**src/design/var_impulse_response_engine_assert.svh**
```systemverilog
// Assertion macros used by the impulse response engine top level.
`ifndef VAR_IMPULSE_RESPONSE_ENGINE_ASSERT_SVH
`define VAR_IMPULSE_RESPONSE_ENGINE_ASSERT_SVH

// Same-cycle implication, checked on the rising clock edge outside reset.
`define VIRE_ASSERT_IMP(lbl, ante, cons) \
  lbl: assert property (@(posedge clk_i) disable iff (!rst_ni) (ante) |-> (cons)) \
    else $error("assertion failed");

// Next-cycle implication, checked on the rising clock edge outside reset.
`define VIRE_ASSERT_NXT(lbl, ante, cons) \
  lbl: assert property (@(posedge clk_i) disable iff (!rst_ni) (ante) |=> (cons)) \
    else $error("assertion failed");

`endif

```
**src/design/vire_pkg.sv**
```systemverilog
// Types, codes and sizes shared by the impulse response engine.
`timescale 1ns / 1ps
package vire_pkg;

  localparam int MAX_VARS    = 8;
  localparam int MAX_LAGS    = 4;
  localparam int MAX_HORIZON = 32;

  localparam int VAR_W  = 3;
  localparam int LAG_W  = 2;
  localparam int STEP_W = 6;
  localparam int VAL_W  = 32;
  localparam int COEF_DEPTH = MAX_LAGS * MAX_VARS * MAX_VARS;
  localparam int RESP_DEPTH = (MAX_HORIZON + 1) * MAX_VARS * MAX_VARS;
  localparam int COEF_AW = LAG_W + 2 * VAR_W;
  localparam int RESP_AW = STEP_W + 2 * VAR_W;
  localparam int DIV_BITS = 48;
  localparam int DIV_CW = 6;

  localparam logic [1:0] OP_WR_COEF   = 2'd0;
  localparam logic [1:0] OP_WR_IMPACT = 2'd1;
  localparam logic [1:0] OP_COMPUTE   = 2'd2;
  localparam logic [1:0] OP_READ      = 2'd3;

  localparam logic [1:0] ST_OK      = 2'd0;
  localparam logic [1:0] ST_RANGE   = 2'd1;
  localparam logic [1:0] ST_ZERODIA = 2'd2;
  localparam logic [1:0] ST_SAT     = 2'd3;

  localparam logic [1:0] REG_VAR_COUNT   = 2'd0;
  localparam logic [1:0] REG_LAG_ORDER   = 2'd1;
  localparam logic [1:0] REG_HORIZON     = 2'd2;
  localparam logic [1:0] REG_STANDARDISE = 2'd3;

  localparam logic [VAL_W-1:0] ONE_Q16 = 32'h0001_0000;

  typedef struct packed {
    logic [1:0]              operation;
    logic [LAG_W-1:0]        lag_number;
    logic [VAR_W-1:0]        row_index;
    logic [VAR_W-1:0]        col_index;
    logic [STEP_W-1:0]       step_index;
    logic signed [VAL_W-1:0] element_value;
  } vire_in_t;

  typedef struct packed {
    logic [1:0]              status;
    logic signed [VAL_W-1:0] read_value;
  } vire_out_t;

  typedef struct packed {
    logic iss;
    logic first;
    logic clr_sat;
  } vire_mac_ctl_t;

endpackage

```
**src/design/vire_mac.sv**
```systemverilog
// Pipelined multiply-accumulate unit with a saturating 64-bit accumulator.
`timescale 1ns / 1ps
module vire_mac import vire_pkg::*; (
  input  logic                    clk_i,
  input  logic                    rst_ni,
  input  vire_mac_ctl_t           ctl_i,
  input  logic signed [VAL_W-1:0] coef_i,
  input  logic signed [VAL_W-1:0] resp_i,
  output logic                    busy_o,
  output logic                    sat_o,
  output logic signed [VAL_W-1:0] res_o,
  output logic                    res_sat_o
);

  logic               v1_q, f1_q, v2_q, f2_q, sat_q;
  logic signed [63:0] prod_q, acc_q, sh;
  logic [64:0]        sum;
  logic               ovf;
  logic signed [63:0] acc_d;

  assign sum = {acc_q[63], acc_q} + {prod_q[63], prod_q};
  assign ovf = sum[64] ^ sum[63];

  always_comb begin
    if (f2_q) begin
      acc_d = prod_q;
    end else if (ovf) begin
      acc_d = sum[64] ? {1'b1, 63'h0} : {1'b0, {63{1'b1}}};
    end else begin
      acc_d = sum[63:0];
    end
  end

  always_ff @(posedge clk_i or negedge rst_ni) begin
    if (!rst_ni) begin
      v1_q  <= 1'b0;
      f1_q  <= 1'b0;
      v2_q  <= 1'b0;
      f2_q  <= 1'b0;
      sat_q <= 1'b0;
    end else begin
      v1_q <= ctl_i.iss;
      f1_q <= ctl_i.first;
      v2_q <= v1_q;
      f2_q <= f1_q;
      if (ctl_i.clr_sat) begin
        sat_q <= 1'b0;
      end else if (v2_q && !f2_q && ovf) begin
        sat_q <= 1'b1;
      end
    end
  end

  always_ff @(posedge clk_i) begin
    if (v1_q) begin
      prod_q <= coef_i * resp_i;
    end
    if (v2_q) begin
      acc_q <= acc_d;
    end
  end

  // Floor shift back to Q16.16, then clamp to 32 bits.
  assign sh = acc_q >>> 16;

  always_comb begin
    res_sat_o = 1'b0;
    res_o     = sh[VAL_W-1:0];
    if (sh > 64'sd2147483647) begin
      res_sat_o = 1'b1;
      res_o     = 32'sh7FFF_FFFF;
    end else if (sh < -64'sd2147483648) begin
      res_sat_o = 1'b1;
      res_o     = 32'sh8000_0000;
    end
  end

  assign busy_o = v1_q | v2_q;
  assign sat_o  = sat_q;

endmodule
```
**config.mk**
```make
export PLATFORM = sky130hd
export DESIGN_NAME = vire_mac
export DESIGN_NICKNAME = d
export VERILOG_FILES = /design/src/design/var_impulse_response_engine_assert.svh /design/src/design/vire_pkg.sv /design/src/design/vire_mac.sv
export SDC_FILE = /design/constraint.sdc
export NUM_CORES = 2
export LEC_CHECK = 0
export BUFFER_PORTS_ARGS = -buffer_cell sky130_fd_sc_hd__buf_2
export CAP_MARGIN = 20
export CELL_PAD_IN_SITES_DETAIL_PLACEMENT = 1
export CELL_PAD_IN_SITES_GLOBAL_PLACEMENT = 1
export CORE_MARGIN = 4
export CORE_UTILIZATION = 47
export CTS_BUF_LIST = sky130_fd_sc_hd__clkbuf_4 sky130_fd_sc_hd__clkbuf_8
export DETAILED_ROUTE_END_ITERATION = 8
export GPL_TIMING_DRIVEN = 0
export PLACE_DENSITY = 0.81
export SYNTH_ARGS = -nofsm -noshare
export SYNTH_HDL_FRONTEND = slang
export SYNTH_SLANG_ARGS = --single-unit
```
**constraint.sdc**
```tcl
create_clock -name clk_i -period 9 [get_ports clk_i]
set_clock_uncertainty 0.15 [all_clocks]
set_input_delay 1.8 -clock clk_i [delete_from_list [all_inputs] [get_ports clk_i]]
set_output_delay 1.8 -clock clk_i [all_outputs]
set_load 0.02 [all_outputs]
```
==> Word-level counts from Yosys, hierarchy flattened <==
Index checks and enable logic that the tools add are counted.
{ "word_totals": {"ff_bits": 133, "latch_bits": 0, "mem_bits_rw": 0, "romBits": 0, "in_bits": 69, "n_memories": 0} }
{ "classes": {"n_addsub": 1, "n_mul": 1, "div_mod_pow": 0, "order_cmp": 2, "eq_ne": 0, "shifts": 0, "muxes": 9, "bitwise_logic": 2, "reduce_logical": 4} }
{ "op_table": {"columns": ["operator", "n"], "rows": [
  ["$mux 64", 3],
  ["$add 64x64->65", 1],
  ["$mul 32x32->64", 1],
  ["$mux 32", 2],
  ["$gt 48x32->1 const B", 1],
  ["$lt 48x32->1 const B", 1],
  ["$mux 1", 4],
  ["$logic_and 1x1->1", 2],
  ["$reduce_bool 2->1", 1],
  ["$logic_not 1->1", 1],
  ["$or 1x1->1", 1],
  ["$xor 1x1->1", 1]
]} }

==> Logic depth before layout (Yosys ltp) <==
{ "logic_depth": {"depth_word": 5, "mapped_depth": 31, "depth_no_buf": 29} }

==> Worst setup path after synthesis <==
Ideal clock, no wire load.
{ "synth_path": {"path_kind": "input port to flip-flop", "from": "input port resp_i[2]", "to": "register prod_q[62] (data pin)", "setup_ns": 0.265, "t_arrival_ns": 8.905, "t_required_ns": 8.585, "path_slack_ns": -0.321, "cell_stages": 28, "cell_sequence": "clkbuf_1 -> nand2_1 -> inv_1 -> fa_1 -> fa_1 -> fa_1 -> inv_1 -> fa_1 -> inv_1 -> fa_1 -> fa_1 -> fa_1 -> inv_1 -> fa_1 -> inv_1 -> ha_1 -> clkbuf_1 -> nand2_1 -> nor4_1 -> nand2_1 -> o221ai_1 -> o21ai_0 -> o211a_1 -> o311ai_1 -> a41o_1 -> a21oi_1 -> o21ai_0 -> xor2_1"} }
{ "synth_via": {"elab_chain_cells": 1} }
{ "synth_lines": {"columns": ["element", "line_no", "rtl"], "rows": [
  ["start: declaration", "vire_mac.sv:8", "input logic signed [VAL_W-1:0] resp_i,"],
  ["$mul 32x32->64", "vire_mac.sv:56", "prod_q <= coef_i * resp_i;"],
  ["end signal: assignment", "vire_mac.sv:56", null],
  ["end: declaration", "vire_mac.sv:16", "logic signed [63:0] prod_q, acc_q, sh;"]
]} }
No other way between the ends.
A chain may end at the register's enable or synchronous reset.

==> Worst setup path in the final report <==
{ "layout_path": {"from": "input port coef_i[17]", "to": "register prod_q[56] (data pin)"} }
{ "layout_via": {"elab_chain_cells": 1} }
{ "layout_lines": {"columns": ["element", "line_no", "rtl"], "rows": [
  ["start: declaration", "vire_mac.sv:7", "input logic signed [VAL_W-1:0] coef_i,"],
  ["$mul 32x32->64", "vire_mac.sv:56", null]
]} }
No other way between the ends.

==> results.cfg <==
[final_layout]
fin_nets = 6623
area_delta_synth_final_pct = 19.3
final-seq-area_um2 = 3970
fillers = 10479
stdcell_area_um2 = 53800
multi_input_area_um2 = 37500
drive_gt1_frac = 0.168

[place]
postPlaceCellArea_um2 = 47400
hpwl_mm = 147
place_congestion = 1.05
portBuffers = 103

[floorplanning]
core_um2 = 95200
num_rows = 113
die_x_um = 318
ios = 104
die_area_um2 = 101000
start_util = 0.474
die_h_um = 318

[logic_synthesis]
synth_xor_area_frac = 0.0243
synthArstFlopShare = 0.0376
syn_nets = 6263
yosysTopAreaCell = fa_1
synth_top_family_by_area = adder cells
ys_top_cells_by_count = fa_1, inv_1, nand2_1
ys_warn_count = 0
synth_area_um2 = 45100
ys_seq_area_frac = 0.0879
synth-adder-area-share = 0.549
avgSynthCellArea_um2 = 9.28
synthTopCellsByArea = fa_1, edfxtp_1, inv_1
yosysMostFrequentCell = fa_1
ys_seq_elements = 133
synth_edf_count = 128
synthSimpleGateAreaFrac = 0.164
ys_types = 75
netlist.area_leader.share = 0.480
synth.area.mux_share = 0.00119
synth_top_flop_cell = edfxtp_1
synth-compound-area-share = 0.0665
syn_inst = 4863

[critical_path]
worstRegToRegCells = 16
r2r-start = prod_q[0]
crit_slowest_cell = fa_2
slowest_delay_ns = 0.60
r2r_slack_ns = 4.04
cp_common_cell = fa_1
critPathCaptureType = flip-flop
cp-endpoint = prod_q[56]
startpoint_type = input port
path_class = in -> reg
required_ns = 9.08
crit_path_start = coef_i[17]
reg2reg_to = acc_q[60]
worstPathArrival_ns = 9.54
path_max_fanout = 6

[clocking]
cts_sinks = 133
htree_levels = 4
cts_buffers = 17
clk_pin_slew_ns = 0.08
cts-root-buf = clkbuf_8
tritoncts = built
holdBufCountCts = 0
worstSkewPairLatency_ns = 0.48
clockBufferDepth = 2

[run]
maxCapViolations = 0

[sta]
rsz0062_at_grt = true
setup_tns_ns = -3.40
slew_viol_final = 0
worst_slack_ns = -0.457
fin_crit_ns = 9.46
setup_viol = 19
final_hold_viol_count = 0
worst_pin_slew_ns = 0.940
clock.fmax_mhz = 106
maxSlewHeadroom = 0.373
fin_crit_sh = 1.05

[drt]
vias = 39615
wirelength_mm = 204
first_pass_iters = 6
drt-initial-drc-count = 4168
drtAntennaViolNets = 0
post_drt_wl_per_cell_um = 31.3
drc = 0
viasPerCell = 6.07

[global_route]
grt_usage = 0.376
grt_max_degree = 67
grt_pass1_vias = 42689
grt.overflow.total = 0
grt_pass1_wl_mm = 279
antenna_found_initial = 26

[worst_hold_path]
hp-class = reg -> reg

[status]
status = finished, violations left
violations = setup timing
-- cells by family after synthesis --
family,Yosys count
adders and majority gates,1332
xor gates and xnor gates,125
and+or+nand+nor,1522
AOI/OAI and AO/OA,480
buffers and inverters,1267
muxes,4
DFF,133
-- what timing repair did --
action,in CTS,in global routing
buffers inserted,97,139
endpoints found under the setup margin,38,23
hold endpoints to repair,0,0
cloned,3,4
pin swaps,71,154
gates resized for setup,713,402
-- flip-flops by register name, summed over array words and instances (netlist names) --
register / cells
acc_q: 64
f1_q: 1
f2_q: 1
prod_q: 64
sat_o: 1
v1_q: 1
v2_q: 1
-- critical path: cells and delay by family --
family / cells / cell delay, ns
adders and majority gates: 9 / 4.44
and+or+nand+nor: 6 / 1.08
AOI/OAI and AO/OA: 5 / 1.07
buffers and inverters: 7 / 1.00
xor gates and xnor gates: 1 / 0.12
-- layer usage --
metal | global-route usage | vias up | wire length (um)
met5 | 0 | - | 78
met4 | 0.248 | 12 | 18500
met3 | 0.108 | 1052 | 26200
met2 | 0.584 | 2999 | 89500
met1 | 0.458 | 20227 | 69900
li1 | - | 15325 | -
-- layout by cell type (no fill, tap or decap), drive strengths merged, types with 26 or more instances in the layout --
| master | synthesis | routed |
|---|---|---|
| xnor2 | 84 | 84 |
| clkbuf | 237 | 185 |
| inv | 1012 | 1007 |
| xor2 | 41 | 41 |
| nand3 | 34 | 34 |
| fa | 1083 | 1083 |
| ha | 248 | 248 |
| a21o | 58 | 58 |
| nand4 | 28 | 28 |
| buf | 18 | 428 |
| nand2 | 695 | 695 |
| o21ai | 137 | 137 |
| a21oi | 154 | 154 |
| edfxtp | 128 | 128 |
| nor2 | 144 | 144 |
| nand2b | 26 | 26 |
| and2 | 515 | 515 |
-- final cells by class --
class,count,area share
clock buffers,17,0.00435
plain buffers,244,0.0642
clock inverters,13,0.00342
flip-flops and latches,133,0.0738
well taps,1265,0.0294
repair buffers,352,0.0567
multi-input cells,3463,0.696
diodes,23,0.00107
inverters,1012,0.0711
-- metrics by stage --
stage	util	hold WS, ns	std cells	setup slack [ns]
floorplan	-	0.181	4863	-0.0418
detailed placement	0.498	0.195	6237	-2.14
global route	0.565	0.221	6501	-0.578
CTS	0.541	0.214	6360	-0.155
global placement	0.497	0.185	6231	-2.11
finish	0.566	0.209	6522	-0.457
-- worst min path at each step --
stage	startpoint	endpoint	slack, ns	cells past startpoint
floorplan	f1_q	f2_q	0.18	0
global placement	f1_q	f2_q	0.19	0
detailed placement	f1_q	f2_q	0.19	0
CTS	f1_q	f2_q	0.21	0
global route	f1_q	f2_q	0.22	0
finish	f1_q	f2_q	0.21	0
Power is left out: the tool's default activity adds up to more than one toggle a clock period on the data nets, which glitch-free logic cannot reach.
