File: src/design/var_impulse_response_engine_assert.svh
// Assertion macros used by the impulse response engine top level.
`ifndef VAR_IMPULSE_RESPONSE_ENGINE_ASSERT_SVH
`define VAR_IMPULSE_RESPONSE_ENGINE_ASSERT_SVH

// Same-cycle implication, checked on the rising clock edge outside reset.
`define VIRE_ASSERT_IMP(lbl, ante, cons) \
  lbl: assert property (@(posedge clk_i) disable iff (!rst_ni) (ante) |-> (cons)) \
    else $error("assertion failed");

// Next-cycle implication, checked on the rising clock edge outside reset.
`define VIRE_ASSERT_NXT(lbl, ante, cons) \
  lbl: assert property (@(posedge clk_i) disable iff (!rst_ni) (ante) |=> (cons)) \
    else $error("assertion failed");

`endif

File: src/design/vire_pkg.sv
// Types, codes and sizes shared by the impulse response engine.
`timescale 1ns / 1ps
package vire_pkg;

  localparam int MAX_VARS    = 8;
  localparam int MAX_LAGS    = 4;
  localparam int MAX_HORIZON = 32;

  localparam int VAR_W  = 3;
  localparam int LAG_W  = 2;
  localparam int STEP_W = 6;
  localparam int VAL_W  = 32;
  localparam int COEF_DEPTH = MAX_LAGS * MAX_VARS * MAX_VARS;
  localparam int RESP_DEPTH = (MAX_HORIZON + 1) * MAX_VARS * MAX_VARS;
  localparam int COEF_AW = LAG_W + 2 * VAR_W;
  localparam int RESP_AW = STEP_W + 2 * VAR_W;
  localparam int DIV_BITS = 48;
  localparam int DIV_CW = 6;

  localparam logic [1:0] OP_WR_COEF   = 2'd0;
  localparam logic [1:0] OP_WR_IMPACT = 2'd1;
  localparam logic [1:0] OP_COMPUTE   = 2'd2;
  localparam logic [1:0] OP_READ      = 2'd3;

  localparam logic [1:0] ST_OK      = 2'd0;
  localparam logic [1:0] ST_RANGE   = 2'd1;
  localparam logic [1:0] ST_ZERODIA = 2'd2;
  localparam logic [1:0] ST_SAT     = 2'd3;

  localparam logic [1:0] REG_VAR_COUNT   = 2'd0;
  localparam logic [1:0] REG_LAG_ORDER   = 2'd1;
  localparam logic [1:0] REG_HORIZON     = 2'd2;
  localparam logic [1:0] REG_STANDARDISE = 2'd3;

  localparam logic [VAL_W-1:0] ONE_Q16 = 32'h0001_0000;

  typedef struct packed {
    logic [1:0]              operation;
    logic [LAG_W-1:0]        lag_number;
    logic [VAR_W-1:0]        row_index;
    logic [VAR_W-1:0]        col_index;
    logic [STEP_W-1:0]       step_index;
    logic signed [VAL_W-1:0] element_value;
  } vire_in_t;

  typedef struct packed {
    logic [1:0]              status;
    logic signed [VAL_W-1:0] read_value;
  } vire_out_t;

  typedef struct packed {
    logic iss;
    logic first;
    logic clr_sat;
  } vire_mac_ctl_t;

endpackage

File: src/design/vire_div.sv
// Bit-serial signed Q16.16 divider with truncation toward zero and saturation.
`timescale 1ns / 1ps
module vire_div import vire_pkg::*; (
  input  logic                    clk_i,
  input  logic                    rst_ni,
  input  logic                    start_i,
  input  logic signed [VAL_W-1:0] num_i,
  input  logic signed [VAL_W-1:0] den_i,
  output logic                    done_o,
  output logic signed [VAL_W-1:0] quo_o,
  output logic                    sat_o
);

  logic                run_q, done_q, neg_q;
  logic [DIV_CW-1:0]   cnt_q;
  logic [VAL_W-1:0]    rem_q, dmag_q;
  logic [DIV_BITS-1:0] quo_q;
  logic [VAL_W:0]      rem_sh;
  logic                ge;
  logic [VAL_W:0]      rem_sub;
  logic [VAL_W-1:0]    amag, dmag;

  assign amag    = num_i[VAL_W-1] ? (~num_i + 1'b1) : num_i;
  assign dmag    = den_i[VAL_W-1] ? (~den_i + 1'b1) : den_i;
  assign rem_sh  = {rem_q, quo_q[DIV_BITS-1]};
  assign ge      = rem_sh >= {1'b0, dmag_q};
  assign rem_sub = rem_sh - {1'b0, dmag_q};

  always_ff @(posedge clk_i or negedge rst_ni) begin
    if (!rst_ni) begin
      run_q  <= 1'b0;
      done_q <= 1'b0;
      cnt_q  <= '0;
    end else begin
      done_q <= 1'b0;
      if (start_i) begin
        run_q <= 1'b1;
        cnt_q <= '0;
      end else if (run_q) begin
        if (cnt_q == DIV_CW'(DIV_BITS - 1)) begin
          run_q  <= 1'b0;
          done_q <= 1'b1;
        end
        cnt_q <= cnt_q + 1'b1;
      end
    end
  end

  always_ff @(posedge clk_i) begin
    if (start_i) begin
      rem_q  <= '0;
      quo_q  <= {amag, 16'h0000};
      dmag_q <= dmag;
      neg_q  <= num_i[VAL_W-1] ^ den_i[VAL_W-1];
    end else if (run_q) begin
      rem_q <= ge ? rem_sub[VAL_W-1:0] : rem_sh[VAL_W-1:0];
      quo_q <= {quo_q[DIV_BITS-2:0], ge};
    end
  end

  always_comb begin
    sat_o = 1'b0;
    if (!neg_q) begin
      if (quo_q > DIV_BITS'(32'h7FFF_FFFF)) begin
        sat_o = 1'b1;
        quo_o = 32'sh7FFF_FFFF;
      end else begin
        quo_o = quo_q[VAL_W-1:0];
      end
    end else begin
      if (quo_q > DIV_BITS'(32'h8000_0000)) begin
        sat_o = 1'b1;
        quo_o = 32'sh8000_0000;
      end else begin
        quo_o = ~quo_q[VAL_W-1:0] + 1'b1;
      end
    end
  end

  assign done_o = done_q;

endmodule

File: config.mk
export PLATFORM = sky130hd
export DESIGN_NAME = vire_div
export DESIGN_NICKNAME = d
export VERILOG_FILES = /design/src/design/var_impulse_response_engine_assert.svh /design/src/design/vire_pkg.sv /design/src/design/vire_div.sv
export SDC_FILE = /design/constraint.sdc
export NUM_CORES = 1
export LEC_CHECK = 0
export BUFFER_PORTS_ARGS = -buffer_cell sky130_fd_sc_hd__clkbuf_2
export CAP_MARGIN = 10
export CORE_MARGIN = 5
export CORE_UTILIZATION = 65
export CTS_BUF_LIST = sky130_fd_sc_hd__clkbuf_4
export DETAILED_ROUTE_END_ITERATION = 10
export GPL_ROUTABILITY_DRIVEN = 0
export PLACE_DENSITY = 0.87
export SLEW_MARGIN = 30
export SYNTH_ARGS = -nofsm -noshare
export SYNTH_HDL_FRONTEND = slang
export SYNTH_SLANG_ARGS = --single-unit
File: constraint.sdc
create_clock -name clk_i -period 7.1 [get_ports clk_i]
set_input_delay 0.71 -clock clk_i [delete_from_list [all_inputs] [get_ports clk_i]]
set_output_delay 0.71 -clock clk_i [all_outputs]
set_load 0.01 [all_outputs]
# After elaboration in Yosys (flattened, before gate mapping)
# Index checks and enable logic that the tools add are counted.
[word_totals]
output_inout_bits = 34
input_bits = 67
word_cells = 42
register_bits = 121
[op_classes]
n_eq_ne = 1
bitwise = 4
order_cmp = 3
n_mux = 19
reduce_logical = 1
add_sub_neg = 5
[op_table]
columns = ["operator", "n"]
rows = [
  ["32-bit 2-to-1 mux", 5],
  ["32-bit by 1-bit adder with 32-bit output, second input constant", 3],
  ["48-bit 2-to-1 mux", 2],
  ["32-bit NOT", 3],
  ["48-bit by 31-bit > comparator with 1-bit output, second input constant", 1],
  ["48-bit by 32-bit > comparator with 1-bit output, second input constant", 1],
  ["33-bit by 32-bit greater-or-equal comparator with 1-bit output", 1],
  ["32-bit subtractor", 1],
  ["31-bit 2-to-1 mux", 1],
  ["6-bit 2-to-1 mux", 2],
  ["1-bit 2-to-1 mux", 9],
  ["6-bit by 1-bit adder with 6-bit output, second input constant", 1],
  ["6-bit == test, second input constant", 1],
  ["2-bit nonzero test", 1],
  ["1-bit bitwise XOR", 1],
]

# Depth between registers and ports, before layout
[logic_depth]
depth_word = 4
depth_mapped = 12
depth_no_buf = 11

# Worst setup path before layout
# Ideal clock, no wire load.
[synth_path]
path_kind = "register to output"
start = "register quo_q[21]"
end = "output quo_o[21]"
setup_slack_ns = 3.689
path_buffers = 1
t_required_ns = 6.390
path_stages_with_launch = 8
t_arrival_ns = 2.701
cell_sequence = "edfxtp_1 or4_1 nor4_1 nand4_1 o21ai_1 nand2_1 clkbuf_1 o311ai_0"
[synth_via]
elab_chain_len = 4
elab_cells_between_ends = 7
cone_classes = "add/sub (1); order compare (2); mux (3); bitwise (1)"
[synth_rtl]
columns = ["element", "line", "source"]
rows = [
  ["start: declaration", "vire_div.sv:17", "logic [DIV_BITS-1:0] quo_q;"],
  ["start signal: assignment", "vire_div.sv:52", "quo_q <= {amag, 16'h0000};"],
  ["start signal: assignment", "vire_div.sv:57", "quo_q <= {quo_q[DIV_BITS-2:0], ge};"],
  ["32-bit NOT", "vire_div.sv:75", "quo_o = ~quo_q[VAL_W-1:0] + 1'b1;"],
  ["32-bit by 1-bit adder with 32-bit output", "vire_div.sv:75", ""],
  ["32-bit 2-to-1 mux", "vire_div.sv:71", "if (quo_q > DIV_BITS'(32'h8000_0000)) begin"],
  ["32-bit 2-to-1 mux (*)", "vire_div.sv:63", "if (!neg_q) begin"],
  ["end: declaration", "vire_div.sv:10", "output logic signed [VAL_W-1:0] quo_o,"],
]
# Mark *: on every way between the ends. The rest lies on a longest branch, timed or not.

# Final worst setup path
[layout_path]
start = "register quo_q[21]"
end = "output quo_o[17]"
[layout_via]
elab_chain_len = 3
elab_cells_between_ends = 5
cone_classes = "order compare (2); mux (3)"
[layout_rtl]
columns = ["element", "line"]
rows = [
  ["48-bit by 31-bit > comparator with 1-bit output / 48-bit by 32-bit > comparator with 1-bit output (equally long branches)", "vire_div.sv:64, vire_div.sv:71"],
  ["32-bit 2-to-1 mux (on tied branches)", "vire_div.sv:64, vire_div.sv:71"],
  ["32-bit 2-to-1 mux (*)", "vire_div.sv:63"],
]
# Marks and branches as above.

==> summary.md <==
| Metric | Value |
|---|---|
| Core box area | 13300 µm² |
| DP HPWL | 16600 µm |
| Slowest library cell on the worst path | o311ai_0 |
| Clock Latency Late Sink | 0.56 ns |
| FMAX | 0.212 GHz |
| Post-synthesis compound-gate area fraction | 24.2% |
| Clk_skew | 0.0169 ns |
| Most area-hungry cell type in the Yosys netlist | edfxtp_1 |
| CTS Root Cell | clkbuf_4 |
| Bufs on Longest Clock Path | 2 |
| Yosys top cell area share | 21.8% |
| Xor-xnor portion of the synthesized cell area | 8.22% |
| DR pass1 iterations | 6 |
| Initial antenna violation count | 1 |
| Final Cycle Share | 66.3% |
| CP Capture Type | primary output |
| Via Count | 8570 |
| Worst-path cell chain | or4_1 > nor4_1 > nand4_1 > o21ai_1 > nand2_1 > o311ai_0 > clkbuf_2 |
| DR WL/cell | 17.4 µm |
| CTS tree | yes |
| Most frequent cell after synthesis | nand2_1 |
| Area occupied by registers | 3110 µm² |
| Hold Crit Class | in -> reg |
| Initial drt markers | 939 |
| WP buf/inv | 1 |
| Slew Limit Headroom | 39.3% |
| Crit path max fanout | 18 |
| All-Layer GR Usage | 28.5% |
| Die Ht | 127 µm |
| Num CTS Buffers | 17 |
| Clock sink total | 121 |
| Final setup violation count | 0 |
| PnR worst setup slack | 2.39 ns |
| Worst-path clk slew | 0.10 ns |
| Starting Density | 67.1% |
| Vias per cell | 6.49 |
| Multi-input logic area | 5420 µm² |
| Area share of fa/ha/maj cells after synthesis | 5.26% |
| Leakage | 4.15 nW |
| Antenna viol nets, final | 0 |
| Die footprint | 16200 µm² |
| Cells after Synth | 1061 |
| Critical path's top delay family | simple AND/OR/NAND/NOR gates |
| Dpl ws | 3.20 ns |
| Ys Warns | 0 |
| Top cells by area, synth | edfxtp_1 (22%), dfxtp_1 (11%), xnor2_1 (5.6%), o21ai_0 (5.4%), ha_1 (5.0%) |
| Syn Area/Cell | 8.44 µm² |
| TNS Setup | 0 ns |
| Vias in the first global route | 7924 |
| Commonest cells post-synth | nand2_1 (113), o21ai_0 (97), nor2_1 (89) |
| Drt drc | 0 |
| Post-Syn Area | 8950 µm² |
| Total wire length | 22900 µm |
| PD cells | 283 nW/µm² |
| Simple-gate share of the synthesized area | 20.5% |
| P&R area growth vs syn | 10.0% |
| RSZ-0062 raised after global routing | false |
| Post-synth EDFFs | 65 |
| Final nets | 1234 |
| Worst EP arrival | 4.00 ns |
| Largest net degree at the start of global routing | 73 |
| Die width | 127 µm |
| Ys async rst share | 6.61% |
| Status | completed |
| Critical path class | reg -> out |
| CP max stage delay | 0.70 ns |
| # port buffers | 100 |
| Measured slew at the worst slew-check pin | 0.911 ns |
| H-tree depth | 4 |
| CP required | 6.39 ns |
| # fillers | 1012 |
| Seq/Total Area, Yosys | 34.8% |
| Post-synthesis mux area share | 2.24% |
| Startpoint Class | flip-flop |
| IO Count | 101 |
| Final min period | 4.71 ns |
| Worst VDD drop | 0.198 mV |
| Post-synth top flop | edfxtp_1 |
| Register bit total from synthesis | 121 |
| Fin. Hold Viols | 0 |
| Slew Viols, Final | 0 |
| Largest family of logic cells by synthesized area | compound AO/OA/AOI/OAI gates |
| Fraction of layout cells with a size suffix above 1 | 14.5% |
| Row cnt | 42 |
| Grt total ovfl | 0 |
| Net count after synthesis | 1165 |
| Post-synth cell types | 72 |
| Global-route wire length before repair | 38300 µm |
| Max Cap Viol | 0 |
-- layout make-up --
cell class              count  area share, %
diodes                      1         0.0254
clock buffers              19           1.45
clock inverters            13           1.79
inverters                  55           2.10
multi-input cells         827           55.0
flip-flops and latches    121           31.6
well taps                 176           2.24
repair buffers            108           5.74
-- cell usage in the layout, fill, tap and decap left out, types with 7 or more instances in the layout --
cell type / instances
o41ai_1: 9
a21o_1: 17
edfxtp_1: 65
nor3_1: 23
clkbuf_2: 99
inv_1: 53
xor2_1: 27
clkbuf_4: 19
nor2_1: 87
dfrtp_1: 7
nand4_1: 16
nand2_1: 113
xnor2_1: 57
dfxtp_1: 48
nor4_1: 15
a22o_1: 11
a21oi_1: 48
a311oi_1: 23
o211ai_1: 8
buf_4: 8
a31oi_1: 8
or4_1: 15
o311ai_0: 20
and2_1: 10
mux2i_1: 20
nand3_1: 26
or3_1: 16
ha_1: 36
o211a_1: 7
o31ai_1: 18
o21ai_0: 97
-- cells by family (layout without fill, tap and decap cells) --
group | after synthesis | in the layout
fa+ha+maj | 37 | 37
compound gates | 317 | 317
other cells | 0 | 1
flops | 121 | 121
simple gates | 369 | 369
mux | 20 | 20
xor+xnor | 84 | 84
buf+inv | 113 | 195
-- metrics by stage --
step | utilization, % | power [mW] | instance area (µm²) | hold WS (ns) | instances
3_5_place_dp | 71.3 | 2.21 | 9520 | 0.484 | 1286
3_3_place_gp | 71.3 | 2.18 | 9510 | 0.482 | 1286
5_1_grt | 73.8 | 2.97 | 9850 | 0.334 | 1320
4_1_cts | 73.8 | 2.76 | 9840 | 0.334 | 1319
2_1_floorplan | - | 1.90 | 8950 | 0.414 | 1061
6_report | 73.8 | 2.79 | 9850 | 0.362 | 1320
-- timing repair --
action / CTS / global route
gates resized for setup: 0 / 0
setup endpoints to repair: 0 / 0
hold buffers: 1 / 0
endpoints found under the hold margin: 8 / 0
setup buffers: 0 / 0
-- power by group --
group / internal, mW / leakage [nW] / switching (mW)
combinational: 0.506 / 2.82 / 0.749
clock: 0.284 / 0.162 / 0.264
sequential: 0.870 / 1.17 / 0.116
-- worst paths after layout --
| path | startpoint | cells past startpoint | end | slack (ns) |
|---|---|---|---|---|
| worst min-delay path | den_i[0] | 1 | dmag_q[0] | 0.36 |
| worst min register to register | rem_q[8] | 2 | rem_q[9] | 0.50 |
| max in group asynchronous | rst_ni | 2 | run_q | 6.40 |
| worst max register to register | dmag_q[20] | 10 | quo_q[0] | 3.36 |
| worst max-delay path | quo_q[21] | 7 | quo_o[17] | 2.39 |
| min in group asynchronous | rst_ni | 2 | done_o | 0.51 |
-- worst reg2reg max path: stages (launching register included) --
cell	delay [ns]
edfxtp_1	0.34
inv_1	0.04
ha_1	0.50
nand3_1	0.14
or3_1	0.40
nand3b_1	0.22
or4_1	0.60
o211ai_1	0.42
buf_4	0.33
nor2_1	0.21
a211oi_1	0.42
-- per-layer routing --
metal  global-route usage, %  vias up  part of all wire [%]
met5                       0        -                     0
met4                    10.4        0                   2.2
met2                    45.1      384                    46
li1                        -     4120                     -
met3                    5.30       52                   8.1
met1                    39.1     4014                    43
-- state kept, by name, summed over array words and instances (netlist names) --
register and cells:
done_o 1, run_q 1, cnt_q 6, dmag_q 32
rem_q 32, neg_q 1, quo_q 48
Note: power is estimated with default switching activity, not from simulation.
